`src/hdl/hvl_pkg.sv`:
```
// Shared types and constants for the hostname line validator.
package hvl_pkg;

	localparam logic [7:0] MaxHost      = 8'd253;
	localparam logic [6:0] LabelLimit   = 7'd63;
	localparam logic [8:0] CapReset     = 9'd255;
	localparam logic [7:0] NewlineCode  = 8'h0A;
	localparam logic [7:0] DotCode      = 8'h2E;
	localparam logic [7:0] DashCode     = 8'h2D;
	localparam logic [7:0] NulCode      = 8'h00;

	typedef enum logic [1:0] {
		STATUS_OK      = 2'd0,
		STATUS_INVALID = 2'd1,
		STATUS_RANGE   = 2'd2
	} status_t;

	typedef struct packed {
		logic [7:0] out_char;
		logic       last;
		status_t    status;
		logic [7:0] host_length;
	} result_t;

	function automatic logic is_alnum(input logic [7:0] b);
		is_alnum = (b >= 8'h30 && b <= 8'h39) || (b >= 8'h41 && b <= 8'h5A) ||
			(b >= 8'h61 && b <= 8'h7A);
	endfunction

	function automatic logic [7:0] to_lower(input logic [7:0] b);
		to_lower = (b >= 8'h41 && b <= 8'h5A) ? b + 8'h20 : b;
	endfunction

endpackage

```
`src/hdl/hostname_validate_line.sv`:
```
// Hostname line validator top level: input register, check logic, result register.
// A byte in the input register moves on to the result register once the result register is free,
// and its result transaction completes when out_stall is low. Throughput: one byte per cycle
// while out_stall is low; the result register loads whenever it is empty or its transaction
// completes, and the input register loads whenever it is empty or its byte moves on.
// Reset: arst_n clears the per-host state and both valid flags, and sets buffer_capacity to 255.
module hostname_validate_line import hvl_pkg::*; (
	input  logic       clk,
	input  logic       arst_n,
	input  logic       in_valid,
	output logic       in_stall,
	input  logic [7:0] char_code,
	input  logic       cfg_wr_en,
	input  logic [8:0] cfg_wr_data,
	output logic       out_valid,
	input  logic       out_stall,
	output logic [7:0] out_char,
	output logic       last,
	output logic [1:0] status,
	output logic [7:0] host_length
);

	logic       valid_s1;
	logic [7:0] char_s1;
	logic       valid_s2;
	result_t    result_s2;
	result_t    core_result;
	logic [8:0] capacity_q;
	logic       out_free;
	logic       advance;

	assign out_free = !valid_s2 || !out_stall;
	assign advance  = valid_s1 && out_free;
	assign in_stall = valid_s1 && !out_free;

	always_ff @(posedge clk or negedge arst_n) begin
		if (!arst_n)
			capacity_q <= CapReset;
		else if (cfg_wr_en)
			capacity_q <= cfg_wr_data;
	end

	always_ff @(posedge clk or negedge arst_n) begin
		if (!arst_n) begin
			valid_s1 <= 1'b0;
		end else if (!in_stall) begin
			valid_s1 <= in_valid;
		end
	end

	always_ff @(posedge clk) begin
		if (in_valid && !in_stall)
			char_s1 <= char_code;
	end

	hvl_core u_core (
		.clk             (clk),
		.arst_n          (arst_n),
		.advance         (advance),
		.char_code       (char_s1),
		.buffer_capacity (capacity_q),
		.result          (core_result)
	);

	always_ff @(posedge clk or negedge arst_n) begin
		if (!arst_n) begin
			valid_s2 <= 1'b0;
		end else if (out_free) begin
			valid_s2 <= valid_s1;
		end
	end

	// hold the result while the transaction is stalled
	always_ff @(posedge clk) begin
		if (advance)
			result_s2 <= core_result;
	end

	assign out_valid   = valid_s2;
	assign out_char    = result_s2.out_char;
	assign last        = result_s2.last;
	assign status      = result_s2.status;
	assign host_length = result_s2.host_length;

endmodule

```
`src/hdl/hvl_core.sv`:
```
// Per-host syntax state and the result of one byte.
module hvl_core import hvl_pkg::*; (
	input  logic       clk,
	input  logic       arst_n,
	input  logic       advance,
	input  logic [7:0] char_code,
	input  logic [8:0] buffer_capacity,
	output result_t    result
);

	logic [7:0] length_q;
	logic [6:0] label_q;
	logic       prev_dash_q;
	logic       prev_dot_q;
	logic       failed_q;

	logic [7:0] length_n;
	logic [6:0] label_n;
	logic       prev_dash_n;
	logic       prev_dot_n;
	logic       failed_n;
	logic [6:0] label_inc;
	logic       is_dash;
	logic       bad;
	logic [9:0] need;

	assign is_dash   = (char_code == DashCode);
	assign label_inc = (label_q < LabelLimit + 7'd1) ? label_q + 7'd1 : label_q;
	assign bad       = failed_q || (length_q == 8'd0) || prev_dot_q || prev_dash_q;
	assign need      = {2'b00, length_q} + 10'd2;

	always_comb begin
		length_n    = length_q;
		label_n     = label_q;
		prev_dash_n = prev_dash_q;
		prev_dot_n  = prev_dot_q;
		failed_n    = failed_q;
		result      = '0;
		if (char_code == NulCode) begin
			// terminator: give the verdict, start a new host
			length_n    = '0;
			label_n     = '0;
			prev_dash_n = 1'b0;
			prev_dot_n  = 1'b0;
			failed_n    = 1'b0;
			result.out_char    = NewlineCode;
			result.last        = 1'b1;
			result.host_length = length_q;
			if (bad)
				result.status = STATUS_INVALID;
			else if (need > {1'b0, buffer_capacity})
				result.status = STATUS_RANGE;
			else
				result.status = STATUS_OK;
		end else begin
			if (length_q >= MaxHost)
				failed_n = 1'b1;
			if (length_q != 8'hFF)
				length_n = length_q + 8'd1;
			if (char_code == DotCode) begin
				if (label_q == 7'd0 || prev_dash_q)
					failed_n = 1'b1;
				label_n     = '0;
				prev_dot_n  = 1'b1;
				prev_dash_n = 1'b0;
			end else begin
				if (!is_dash && !is_alnum(char_code))
					failed_n = 1'b1;
				if (is_dash && label_q == 7'd0)
					failed_n = 1'b1;
				if (label_inc > LabelLimit)
					failed_n = 1'b1;
				label_n     = label_inc;
				prev_dash_n = is_dash;
				prev_dot_n  = 1'b0;
			end
			result.out_char    = to_lower(char_code);
			result.last        = 1'b0;
			result.status      = STATUS_OK;
			result.host_length = length_n;
		end
	end

	always_ff @(posedge clk or negedge arst_n) begin
		if (!arst_n) begin
			length_q    <= '0;
			label_q     <= '0;
			prev_dash_q <= 1'b0;
			prev_dot_q  <= 1'b0;
			failed_q    <= 1'b0;
		end else if (advance) begin
			length_q    <= length_n;
			label_q     <= label_n;
			prev_dash_q <= prev_dash_n;
			prev_dot_q  <= prev_dot_n;
			failed_q    <= failed_n;
		end
	end

endmodule

```
`config.mk`:
```
export PLATFORM = sky130hd
export DESIGN_NAME = hostname_validate_line
export DESIGN_NICKNAME = d
export VERILOG_FILES = /design/src/hdl/hvl_pkg.sv /design/src/hdl/hostname_validate_line.sv /design/src/hdl/hvl_core.sv
export SDC_FILE = /design/constraint.sdc
export NUM_CORES = 1
export LEC_CHECK = 0
export ABC_CLOCK_PERIOD_IN_PS = 2600
export BUFFER_PORTS_ARGS = -buffer_cell sky130_fd_sc_hd__buf_4
export CORE_MARGIN = 1.5
export CORE_UTILIZATION = 59
export CTS_BUF_LIST = sky130_fd_sc_hd__clkbuf_2 sky130_fd_sc_hd__clkbuf_4 sky130_fd_sc_hd__clkbuf_8
export CTS_CLUSTER_DIAMETER = 100
export DETAILED_ROUTE_END_ITERATION = 7
export PLACE_DENSITY = 0.8
export REMOVE_ABC_BUFFERS = 1
export SLEW_MARGIN = 30
export SYNTH_ARGS = -nofsm -noshare
export SYNTH_HDL_FRONTEND = slang
export SYNTH_SLANG_ARGS = --single-unit
```
`constraint.sdc`:
```
create_clock -name clk -period 2.6 [get_ports clk]
set_input_delay 0.65 -clock clk [delete_from_list [all_inputs] [get_ports clk]]
set_output_delay 0.65 -clock clk [all_outputs]
set_load 0.01 [all_outputs]
```
==> Yosys cells after proc, flatten, opt, wreduce, memory -nomap -nowiden <==
Cells that the tools add are included.
{ "totals": {"regBits": 56, "input_bits": 22, "output_inout_bits": 21} }
{ "op_classes": {"reduce_logical": 25, "bitwise": 1, "eq_ne": 3, "magnitude_cmp": 10, "n_addsub": 4, "mux": 20} }
{ "ops": {"columns": ["op", "count"], "rows": [
  ["$mux 8", 3],
  ["$mux 7", 3],
  ["$eq 8x6->1 const B", 2],
  ["$ge 8x7->1 const B", 2],
  ["$le 8x7->1 const B", 2],
  ["$logic_not 8->1", 2],
  ["$mux 1", 11],
  ["$mux 11", 1],
  ["$gt 10x9->1", 1],
  ["$add 8x2->9 const B", 1],
  ["$add 8x1->8 const B", 1],
  ["$add 8x6->8 const B", 1],
  ["$ge 8x6->1 const B", 1],
  ["$ge 8x8->1 const B", 1],
  ["$le 8x6->1 const B", 1],
  ["$logic_and 1x1->1", 8],
  ["$ne 8x8->1 const B", 1],
  ["$add 7x1->7 const B", 1],
  ["$gt 7x6->1 const B", 1],
  ["$logic_not 7->1", 1],
  ["$logic_or 1x1->1", 7],
  ["$lt 7x7->1 const B", 1],
  ["$logic_not 1->1", 6],
  ["$mux 2", 2],
  ["2 further kinds", 2]
]} }

==> Longest topological paths before layout <==
Gate-level depths: netlist of the first run.
{ "logic_depth": {"depth_word": 11, "mapped_depth": 9, "mapped_depth_nobuf": 9} }

==> Cells and area by module <==
A second synthesis of the first run with hierarchy kept.
{ "unflattened": {"cells_unflattened": 271, "area_unflattened_um2": 3031.7} }
{ "modules_own_cells": {"columns": ["mod", "n_inst", "seq_area_each_um2", "cells_each", "area_per_inst_um2"], "rows": [
  ["hvl_core", 1, 450.4, 217, 1752.9],
  ["hostname_validate_line", 1, 1096.1, 54, 1278.7]
]} }

==> Worst setup path before layout of the first run <==
Ideal clock, no wire load.
{ "synth_path": {"path_type": "register -> register", "startpoint": "register u_core.length_q[4]", "endpoint": "register result_s2, in the netlist status[1], data pin", "arrival_time_ns": 1.922, "path_stages_with_launch": 9, "path_slack_ns": 0.421, "path_cell_list": "dfrtp_1 -> buf_1 -> nand3_1 -> xnor2_1 -> ha_1 -> and3_1 -> a221oi_1 -> o221ai_1 -> o2111a_1"} }
{ "synth_via": {"elab_chain_len": 5} }
{ "synth_lines": {"columns": ["element", "line", "source"], "rows": [
  ["start, declared", "hvl_core.sv:11", "logic [7:0] length_q;"],
  ["start signal, assigned", "hvl_core.sv:92", "length_q <= length_n;"],
  ["branches (longest 5 deep; another with $gt 10x9->1)", null, null],
  ["end signal, assigned", "hostname_validate_line.sv:76", "result_s2 <= core_result;"],
  ["end, declared", "hostname_validate_line.sv:26", "result_t result_s2;"]
]} }
Several ways; the timed one is not identified.
A chain may end at the register's enable or synchronous reset.

==> Worst setup path in the final report of the first run <==
{ "layout_path": {"startpoint": "register u_core.length_q[1]", "endpoint": "register result_s2, in the netlist status[1], data pin"} }
The elaborated chain is that of the path after synthesis.

==> metrics.txt, run 1 <==
Iter 0 DRT Violations 158; post-route ant nets 0; Req. time, crit path 2670 ps; crit path kind reg2reg; Post CTS Setup Buffer Count 0; Worst-Skew Late Latency 310 ps; gate count of the mapped netlist 284; # setup viols final 0; clock-pin slew on the worst setup and hold paths 100 ps; Max clock buf depth 2; Post-Synth XOR/XNOR Area 3.286%; RSZ-0062 raised after global routing false; HP Class in2async; mapped cell area 2932 um2; Startpoint Class flop; hold_buf cts 0; Die H 73.49 um; Leak 1.502 nW; initial antenna violation count 0; commonest non-fill, non-tap cell in the layout buf_4; distinct cell type count after synthesis 53; Post-Synth Adder-Cell Area 7.256%; gpl congestion 0.9216; GRT Residual Overflow 0; Worst-Margin Slew 784.8 ps; Fillers 384; slowest CP cell dfrtp_1; most frequent cells in the layout 47 x buf_4, 27 x nand2_1, 27 x edfxtp_1; Die ar. 5401 um2; share of post-route cells with drive strength above 1 22.15%; status complete, no violations; Hold Slack 248.9 ps; I/O pin count 43; setup_tns 0 ps; CTS Sinks 56; fin crit period 2362 ps; Fin Clk Skew 3.408 ps; Post-Syn Area per Cell 10.32 um2; 1st-pass router iterations 4; Via density 5.717; H-tree levels 2; crit path cell chain ha_1 -> nand3_1 -> xnor2_1 -> ha_1 -> and3_1 -> a221oi_1 -> o221ai_1 -> o2111a_1; final wirelength 5756 um; Setup WS pre-CTS 284.3 ps; Post-synth EDFFs 27; vias in the first global route 2134; ys flop type edfxtp_1; Arrival @ worst endpoint 2440 ps; critical path's largest stage delay 420 ps; area grow syn2layout 16.43%; Syn. warnings 0; first-pass GRT wire length 9321 um; Final Hold Fails 0; mux share of post-synthesis cell area 0.3841%; # diodes 0; clock root buffer clkbuf_8; fmax 423.4 MHz; dpl hpwl 4108 um; Die X 73.49 um; Rel. slew slack 46.33%; fin worst setup slack 238.4 ps; compound-gate portion of the synthesized area 14.72%; core area 4755 um2; DR WL/cell 14.68 um; I/O Buffers 42; Layout Utilization 71.79%; Site Rows 25; largest net degree at the start of global routing 30; Worst VDD drop 0.6185 mV; total CTS buffers 5; Starting Density 61.66%; CP dominant cell by count ha_1; gr usage total 22.78%; register area share after synthesis 52.75%; Worst setup EP type flop; routed vias 2241; Final #Nets 363; largest family of logic cells by synthesized area simple AND/OR/NAND/NOR gates; DRC 0; FF+latch count, synth 56; Post-CTS Resized 0; Max FO, Critical Path 6; total power 2.635 mW; Slew Limit Fails 0; Cell Pwr Density 771.9 nW/um2; final worst path period share 90.83%; Post-Synth Simple-Gate Area 16.47%; max_cap viols 0; FFs w/ async S/R, synth 51.79%; CTS tree yes
==> where the power goes <==
part / total, mW / switching (mW) / internal (mW)
Combinational: 0.770 / 0.412 / 0.359
Clock: 0.580 / 0.289 / 0.290
Sequential: 1.28 / 0.175 / 1.11
Total: 2.63 / 0.876 / 1.76
==> final timing paths <==
check                              startpoint            endpoint  slack (ps)  depth (start not counted)
setup / recovery           u_core.length_q[1]           status[1]         240                          8
hold / removal                         arst_n  u_core.length_q[7]         250                          1
setup reg to reg           u_core.length_q[1]           status[1]         240                          8
hold reg to reg             u_core.prev_dot_q   u_core.prev_dot_q         490                          2
max in group asynchronous              arst_n       capacity_q[1]        2030                          1
min in group clk            u_core.prev_dot_q   u_core.prev_dot_q         490                          2
==> worst max-delay path: cells and delay by family, from the launching register on <==
kind	cells	cell delay, ps
xor gates and xnor gates	1	160
adders and majority gates	2	560
and+or+nand+nor	2	310
DFF	1	420
AOI/OAI and AO/OA	3	690
==> layer usage <==
metal | part of all wire (%) | vias up | track usage, %
met3 | 4.3 | 11 | 4.252
met4 | 1.9 | 0 | 9.053
met2 | 52 | 74 | 40.84
met5 | 0 | - | 0
met1 | 42 | 1068 | 26.77
li1 | - | 1088 | -
==> Yosys cell counts (2+ instances only) <==
library cell	number	area (um2)
edfxtp_1	27	810.8
nand2_1	27	101.4
a21oi_1	25	125.1
nor2_1	23	86.33
dfrtp_1	21	525.5
o21ai_0	19	95.09
ha_1	17	212.7
inv_1	17	63.81
nand3_1	17	85.08
clkbuf_1	11	41.29
dfstp_2	8	210.2
xor2_1	6	52.55
and3_1	5	31.28
nor3_1	5	25.02
xnor2_1	5	43.79
a21o_1	3	22.52
nor2b_1	3	18.77
o22ai_1	3	18.77
or3_1	3	18.77
a311oi_1	2	17.52
a31oi_1	2	12.51
nand4_1	2	12.51
o31ai_1	2	15.01
or2b_1	2	15.01
==> state kept, by name, summed over array words and instances, names as in the netlist <==
name and flops:
valid_s1 1, u_core.label_q 7, u_core.prev_dot_q 1, host_length 8, status 2, u_core.failed_q 1
out_valid 1, u_core.length_q 8, capacity_q 9, char_s1 8, out_char 8, last 1
u_core.prev_dash_q 1
==> area by class of cell <==
| class | count | area, um2 | area share, % |
|---|---|---|---|
| clock buffer | 5 | 68.82 | 2.016 |
| clock inverter | 3 | 46.29 | 1.356 |
| inverter | 18 | 80.08 | 2.346 |
| multi-input combinational | 196 | 1235 | 36.18 |
| sequential | 56 | 1546 | 45.31 |
| tap | 67 | 83.83 | 2.456 |
| timing repair buffer | 47 | 352.8 | 10.34 |
==> logic make-up (layout without fill, tap and decap cells) <==
| family | Yosys count | after routing |
|---|---|---|
| multiplexers | 1 | 1 |
| flip-flops | 56 | 56 |
| XOR/XNOR | 11 | 11 |
| adder cells (fa/ha/maj) | 17 | 17 |
| buffers and inverters | 32 | 73 |
| AND/OR/NAND/NOR | 98 | 98 |
| AO/OA/AOI/OAI | 69 | 69 |
==> stage by stage <==
stage,std cells,instance area [um2]
3_5_place_dp,384,3298
4_1_cts,392,3413
5_1_grt,392,3413
2_1_floorplan,270,2861
3_3_place_gp,384,3298
6_report,392,3413
Power figures use the tool's default switching activity.
==> inputs of run 2 (changes only) <==
--- a/config.mk
+++ b/config.mk
@@ -7,8 +7,10 @@
 export LEC_CHECK = 0
 export ABC_CLOCK_PERIOD_IN_PS = 2600
 export BUFFER_PORTS_ARGS = -buffer_cell sky130_fd_sc_hd__buf_4
+export CELL_PAD_IN_SITES_DETAIL_PLACEMENT = 1
+export CELL_PAD_IN_SITES_GLOBAL_PLACEMENT = 2
 export CORE_MARGIN = 1.5
-export CORE_UTILIZATION = 59
+export CORE_UTILIZATION = 38
 export CTS_BUF_LIST = sky130_fd_sc_hd__clkbuf_2 sky130_fd_sc_hd__clkbuf_4 sky130_fd_sc_hd__clkbuf_8
 export CTS_CLUSTER_DIAMETER = 100
 export DETAILED_ROUTE_END_ITERATION = 7
==> metrics.txt, run 2 (synthesis results as in run 1) <==
DR WL/cell 14.88 um (+1.4%); Startpoint Class flop; Fillers 854 (+120%); most frequent cells in the layout 52 x buf_4, 27 x nand2_1, 27 x edfxtp_1; Worst VDD drop 0.2581 mV (-58%); Final #Nets 368 (+1.4%); routed vias 2237 (-0.18%); share of post-route cells with drive strength above 1 23.03% (+0.88 points); final wirelength 6385 um (+11%); HP Class in2async; fin worst setup slack 213.1 ps (-25.21 ps); fin crit period 2387 ps (+25.21 ps); Worst setup EP type flop; initial antenna violation count 0 (unchanged); vias in the first global route 2238 (+4.9%); Die H 90.83 um (+24%); Arrival @ worst endpoint 2460 ps (+20 ps); largest net degree at the start of global routing 30 (unchanged); Setup WS pre-CTS 208.0 ps (-76.37 ps); total CTS buffers 5 (unchanged); # setup viols final 0 (unchanged); area occupied by registers 1546 um2 (unchanged); final worst path period share 91.80% (+0.97 points); post-route ant nets 0 (unchanged); Slew Limit Fails 0 (unchanged); gpl congestion 0.7665 (-17%); clock root buffer clkbuf_8; fmax 419.0 MHz (-1.1%); Sw Share 34.87% (+1.6 points); Die ar. 8250 um2 (+53%); Rel. slew slack 71.06% (+25 points); crit path cell chain ha_1 -> nand3_1 -> xnor2_1 -> ha_1 -> and3_1 -> a221oi_1 -> o221ai_1 -> o2111a_1; 1st-pass router iterations 4 (unchanged); multi-input logic area 1235 um2 (unchanged); # diodes 0 (unchanged); Biggest register capacity_q; CTS tree yes; I/O pin count 43 (unchanged); slowest CP cell dfrtp_1; Max FO, Critical Path 6 (unchanged); setup_tns 0 ps (unchanged); CP dominant cell by count ha_1; Worst-Margin Slew 430.1 ps (-354.7 ps); combinational power share 30.3% (+1.1 points); Final Hold Fails 0 (unchanged); Req. time, crit path 2670 ps (about the same); Iter 0 DRT Violations 78 (-51%); max reg flops 9 (unchanged); CP top delay family compound AO/OA/AOI/OAI gates; Cell Pwr Density 735.0 nW/um2 (-4.8%); core area 7370 um2 (+55%); hold_buf cts 0 (unchanged); CTS Sinks 56 (unchanged); Seq pwr share 50.7% (+1.9 points); Via density 5.214 (-8.8%); Post-CTS Resized 0 (unchanged); critical path's largest stage delay 440 ps (+20 ps); max_cap viols 0 (unchanged); DRC 0 (unchanged); commonest non-fill, non-tap cell in the layout buf_4; clock power share 19.0% (-3.0 points); CP bufs+invs 0 (unchanged); status complete, no violations; Post CTS Setup Buffer Count 0 (unchanged); Fin Clk Skew 10.57 ps (+7.165 ps); Int Pwr 1.657 mW (-5.8%); gr usage total 16.38% (-6.4 points); crit path kind reg2reg; area grow syn2layout 18.10%; I/O Buffers 42 (unchanged); Switch Pwr 0.8874 mW (+1.3%); H-tree levels 2 (unchanged); dpl hpwl 4758 um (+16%); clock-pin slew on the worst setup and hold paths 110 ps (about the same); Site Rows 31 (+24%); Starting Density 39.78% (-22 points); GRT Residual Overflow 0 (unchanged); RSZ-0062 raised after global routing false; Die X 90.83 um (+24%); Worst-Skew Late Latency 310 ps (about the same); first-pass GRT wire length 10900 um (+17%); Max clock buf depth 2 (unchanged); Leak 1.519 nW (+1.1%)
## run 2: cell types whose count changed in the layout (fill, tap and decap cells not counted)
cell | previous run | this run
buf_4 | 47 | 52
clkinv_2 | 0 | 1
clkinv_1 | 0 | 1
bufinv_16 | 1 | 0
clkinvlp_4 | 1 | 0
## run 2: per-layer routing
| layer | up-vias | track usage [%] | part of all wire [%] |
|---|---|---|---|
| li1 | 1099 | - | - |
| met1 | 1082 | 20.72 | 44 |
| met2 | 47 | 28.95 | 51 |
| met3 | 9 | 2.946 | 3.5 |
| met4 | 0 | 3.776 | 0.96 |
| met5 | - | 0 | 0 |
## run 2: power groups by stage
| stage | sequential (mW) | clock (mW) | combinational, mW |
|---|---|---|---|
| 6_report | 1.29 | 0.483 | 0.772 |
| 2_1_floorplan | 1.30 | 0 | 0.474 |
| 3_5_place_dp | 1.31 | 0 | 0.780 |
| 4_1_cts | 1.29 | 0.499 | 0.783 |
| 3_3_place_gp | 1.30 | 0 | 0.749 |
| 5_1_grt | 1.32 | 0.528 | 0.889 |
## run 2: path summary, 6_finish.rpt
kind	slack, ps	cells after the start	startpoint	end
setup / recovery	210	8	u_core.length_q[1]	status[1]
hold / removal	250	1	arst_n	u_core.length_q[2]
setup reg to reg	210	8	u_core.length_q[1]	status[1]
hold reg to reg	490	1	valid_s1	out_valid
max in group asynchronous	2020	1	arst_n	capacity_q[1]
min in group clk	490	1	valid_s1	out_valid
## run 2: worst reg2reg max path, cell delays in order (launching register included)
cell      delay, ps
dfrtp_1         440
ha_1            290
nand3_1         120
xnor2_1         160
ha_1            290
and3_1          190
a221oi_1        320
o221ai_1        180
o2111a_1        170
## run 2: stage by stage
step / cell area, um2 / power (mW) / hold WS [ps] / std cells / utilization (%)
after floorplan: 2861 / 1.771 / 354.4 / 270 / -
after global placement: 3376 / 2.049 / 459.7 / 421 / 45.81
after detailed placement: 3376 / 2.085 / 468.3 / 421 / 45.81
after CTS: 3462 / 2.571 / 262.0 / 429 / 46.98
after global routing: 3462 / 2.734 / 278.9 / 429 / 46.98
final: 3462 / 2.545 / 250.5 / 429 / 46.98
## run 2: layout make-up
type	count	area share, %
timing repair buffer	52	11.28
clock buffer	5	1.988
inverter	18	2.313
sequential	56	44.67
tap	99	3.578
clock inverter	3	0.5060
multi-input combinational	196	35.67
